--- config.mk ---
export PLATFORM = sky130hd
export DESIGN_NAME = eebb_div
export DESIGN_NICKNAME = d
export VERILOG_FILES = /design/src/design/eebb_div.sv
export SDC_FILE = /design/constraint.sdc
export NUM_CORES = 2
export LEC_CHECK = 0
export BUFFER_PORTS_ARGS = -buffer_cell sky130_fd_sc_hd__buf_2
export CAP_MARGIN = 5
export CORE_ASPECT_RATIO = 1.5
export CORE_MARGIN = 2
export CORE_UTILIZATION = 45
export CTS_CLUSTER_DIAMETER = 40
export DETAILED_ROUTE_END_ITERATION = 12
export PLACE_DENSITY = 0.63
export SYNTH_ARGS = -nofsm -noshare
export SYNTH_HDL_FRONTEND = slang
export SYNTH_SLANG_ARGS = --single-unit
--- constraint.sdc ---
create_clock -name clock -period 93.2 [get_ports clock]
set_input_delay 27.96 -clock clock [delete_from_list [all_inputs] [get_ports clock]]
set_output_delay 27.96 -clock clock [all_outputs]
set_load 0.05 [all_outputs]
--- src/design/eebb_div.sv ---
// Pipelined restoring divider: one quotient bit per stage, Q_W stages.
// Carries a sideband word alongside; standalone, no package needed.
module eebb_div #(
   parameter int DV_W   = 53,
   parameter int Q_W    = 16,
   parameter int SIDE_W = 49
) (
   input  logic              clock,
   input  logic              reset,
   input  logic              in_valid,
   output logic              in_ready,
   input  logic [DV_W-1:0]   in_num,
   input  logic [DV_W-1:0]   in_den,
   input  logic [SIDE_W-1:0] in_side,
   output logic              out_valid,
   input  logic              out_ready,
   output logic [Q_W-1:0]    out_quo,
   output logic [SIDE_W-1:0] out_side
);

   // stage registers
   logic              v_ff    [Q_W];
   logic [DV_W-1:0]   r_ff    [Q_W];
   logic [DV_W-1:0]   d_ff    [Q_W];
   logic [Q_W-1:0]    q_ff    [Q_W];
   logic [SIDE_W-1:0] side_ff [Q_W];

   // what each stage sees at its input
   logic              src_v    [Q_W];
   logic [DV_W-1:0]   src_r    [Q_W];
   logic [DV_W-1:0]   src_d    [Q_W];
   logic [Q_W-1:0]    src_q    [Q_W];
   logic [SIDE_W-1:0] src_side [Q_W];

   logic [DV_W:0]     trial_in [Q_W];
   logic [DV_W-1:0]   r_in     [Q_W];
   logic [Q_W-1:0]    q_in     [Q_W];
   logic [Q_W:0]      en;

   // stage feed: stage 0 from the port, others from the stage before
   always_comb begin
      src_v[0]    = in_valid;
      src_r[0]    = in_num;
      src_d[0]    = in_den;
      src_q[0]    = '0;
      src_side[0] = in_side;
      for (int k = 1; k < Q_W; k++) begin
         src_v[k]    = v_ff[k-1];
         src_r[k]    = r_ff[k-1];
         src_d[k]    = d_ff[k-1];
         src_q[k]    = q_ff[k-1];
         src_side[k] = side_ff[k-1];
      end
   end

   // shift, trial subtract, restore on borrow
   always_comb begin
      for (int k = 0; k < Q_W; k++) begin
         trial_in[k] = {src_r[k], 1'b0} - {1'b0, src_d[k]};
         if (trial_in[k][DV_W]) begin
            r_in[k] = {src_r[k][DV_W-2:0], 1'b0};
         end else begin
            r_in[k] = trial_in[k][DV_W-1:0];
         end
         q_in[k] = {src_q[k][Q_W-2:0], ~trial_in[k][DV_W]};
      end
   end

   // a stage moves when it is empty or the next one moves
   always_comb begin
      en[Q_W] = out_ready;
      for (int k = Q_W - 1; k >= 0; k--) begin
         en[k] = !v_ff[k] || en[k+1];
      end
   end

   assign in_ready = en[0];

   always_ff @(posedge clock) begin
      if (reset) begin
         for (int k = 0; k < Q_W; k++) begin
            v_ff[k] <= 1'b0;
         end
      end else begin
         for (int k = 0; k < Q_W; k++) begin
            if (en[k]) begin
               v_ff[k] <= src_v[k];
            end
         end
      end
   end

   always_ff @(posedge clock) begin
      for (int k = 0; k < Q_W; k++) begin
         if (en[k]) begin
            r_ff[k]    <= r_in[k];
            d_ff[k]    <= src_d[k];
            q_ff[k]    <= q_in[k];
            side_ff[k] <= src_side[k];
         end
      end
   end

   assign out_valid = v_ff[Q_W-1];
   assign out_quo   = q_ff[Q_W-1];
   assign out_side  = side_ff[Q_W-1];

endmodule

==> summary.txt <==
Clock sinks = 2526
Root Driver = clkbuf_16
Placed Area = 136700 µm²
Share of total power in the clock network = 22.7%
Top cells by area, synth = edfxtp_1 58%, ha_1 7.9%, mux2_2 3.8%
Family with the most delay on the worst path = simple AND/OR/NAND/NOR gates
Number of buffers created by CTS = 312
Post-synth top area cell = edfxtp_1
Leakage power figure = 62.11 nW
Slew Limit Fails = 0
Worst VDD drop = 0.00002131 V
Post-synthesis mux area share = 4.658%
Crit path kind = primary input to output pin
Placement Rows = 243
Gr ovfl total = 0
Sequential-to-total area share from yosys stat = 57.53%
Synthesized instance count = 10830
Minimum clock period = 60.23 ns
Async SR Flop Fraction = 0%
Chip Width = 445.9 µm
Worst-skew pair later-pin latency = 0.88 ns
Pwr per Cell Area = 36.08 nW/µm²
Switching share of total power = 35.38%
Avg WL per Cell = 17.37 µm
CTS tree = done
Number of distinct library cells after synthesis = 91
Clock Skew = 0.07431 ns
Gates resized, CTS repair = 0
First-pass GRT wire length = 423000 µm
Routability cong. = 0.9742
Mapped Area = 131800 µm²
CP Max Fanout = 47
Final hold slack = 0.3798 ns
Pint = 3.435 mW
Syn_area_per_cell = 12.17 µm²
Final worst slack = 32.97 ns
Clock transition at path regs = 0.06 ns
Final ANT Viol Nets = 0
Tcrit/Tclk final = 64.62%
CORE AREA = 291900 µm²
# IOs = 226
Share of cells above drive strength 1 = 12.08%
Power, Total = 5.315 mW
Tightest Pin Transition = 1.161 ns
H-Tree Depth = 5
Most common cell after layout, fill and taps aside = edfxtp_1
Gate power share = 43.7%
Initial drt markers = 4119
Hpwl dp = 197300 µm
Vias in the first global route = 85010
Area grow syn2layout = 11.74%
Die ar. = 297400 µm²
Post-synthesis compound-gate area fraction = 13.28%
# DRC = 0
Post-synthesis xor/xnor area fraction = 4.749%
Ys Warns = 0
Initial Util = 45.17%
Switch Pwr = 1.880 mW
Final wirelength = 262900 µm
Cells after DPL = 14580
Overall routing resource usage = 17.36%
Post-synth top flop = edfxtp_1
Drt pass-1 iters = 6
CP max-delay cell = nand2_4
Worst Path Buf+Inv = 3
Design area = 147300 µm²
Total Neg Setup Slack = 0 ns
Setup crit end kind = output pin
Status = complete, no violations
Antenna violations before repair = 2
Reg power frac = 33.6%
Net count, final = 12103
CP max stage delay = 0.51 ns
Simple-gate share of the synthesized area = 7.402%
Post-CTS setup buffer count = 0
EDFF count, synth = 2526
Final Core Density = 50.47%
Largest net degree at the start of global routing = 123
Setup-failing EPs final = 0
Adder-Cell Fraction of Synth Area = 8.124%
Max-cap viol count = 0
Critical path cell sequence = buf_2 -> nor2b_1 -> nand2_4 -> nor2_1 -> and2_1 -> inv_6 -> nor2_1 -> and2_1 -> and3_1 -> and3_1 -> nand2_4 -> buf_2
Critical Path Start Type = primary input
Pre-CTS setup slack = 32.79 ns
PortBufs = 225
Hold Crit Class = flop to flop
Hold_buf cts = 0
Top-area cell type share of the netlist area = 57.53%
Slew margin rel. = 22.63%
Fmax = 16.60 MHz
Via Count = 81823
CP required = 65.24 ns
FF+latch count, synth = 2526
Vias per cell = 5.406
Die Y = 666.9 µm
Syn Nets = 11836
Worst path arrival time = 32.27 ns
Max clock buf depth = 4
Final Hold Vio Count = 0
Non-Filler Instances = 15135
Largest family of logic cells by synthesized area = compound AO/OA/AOI/OAI gates
Setup repair after global routing missed its margin = false
Most frequent cells in the layout = 2526 x edfxtp_1, 1050 x inv_1, 832 x ha_1
==> worst paths after layout <==
kind	from	slack, ns	depth (start not counted)	end
max reg2reg	r_ff[1][164]	87.15	14	r_ff[1][216]
max	out_ready	32.97	12	in_ready
min reg2reg	side_ff[0][259]	0.38	0	side_ff[0][308]
min	side_ff[0][259]	0.38	0	side_ff[0][308]
==> flip-flops by register name (all words and copies together), names as in the netlist <==
name,cells
side_ff,784
d_ff,795
v_ff,16
q_ff,136
r_ff,795
==> power by group through the flow <==
stage	registers, mW	clock network [mW]	logic (mW)
floorplan	1.74	0	1.85
global placement	1.80	0	2.25
detailed placement	1.81	0	2.29
CTS	1.78	1.24	2.31
global route	1.81	1.29	2.57
finish	1.78	1.21	2.32
==> cells by family after synthesis <==
kind of cell,Yosys count
buffers and inverters,1385
muxes,534
AOI/OAI and AO/OA,2779
xor gates and xnor gates,708
and+or+nand+nor,2051
DFF,2526
adders and majority gates,847
==> cell type report <==
class / count / area [µm²]
antenna: 1 / 2.502
clock buffer: 357 / 8125
clock inverter: 197 / 2442
fill: 24779 / 144600
inverter: 1060 / 4025
multi-input combinational: 6919 / 50550
sequential: 2526 / 75850
tap: 3797 / 4751
timing repair buffer: 278 / 1562
==> worst register-to-register path, stage by stage (launching register included) <==
cell	delay (ns)
edfxtp_1	0.39
ha_1	0.39
a211oi_1	0.31
inv_1	0.07
o311ai_1	0.74
o31ai_1	0.12
nor3_1	0.65
o31a_1	0.31
o31ai_1	0.13
a21oi_1	0.30
o31a_1	0.47
o31ai_4	0.17
xnor2_4	0.62
buf_4	0.66
mux2_2	0.47
==> cell usage after synthesis (28+ instances only) <==
cell,count
o31ai_1,73
nand2_1,727
buf_2,42
o21ai_0,656
a21oi_1,798
edfxtp_1,2526
and2_1,53
nor3_1,115
a31oi_1,95
xnor2_1,425
ha_1,832
nor2_1,416
nor2b_1,128
o21bai_1,105
clkbuf_1,186
o21a_1,101
nand3_1,156
inv_1,1060
nand4_1,125
xor2_1,278
o211ai_1,51
a21o_1,521
mux2_2,446
nand2b_1,116
and3_1,64
buf_4,75
or2_2,28
or3_1,37
mux2_4,43
a211oi_1,63
==> routing by layer <==
metal	vias to the layer above	share of wire, %	track usage (%)
li1	40426	-	-
met1	38730	38	17.79
met2	1842	54	33.66
met3	825	3.2	2.277
met4	0	5.4	9.317
met5	-	0	0
Note: power is estimated with default switching activity, not from simulation.
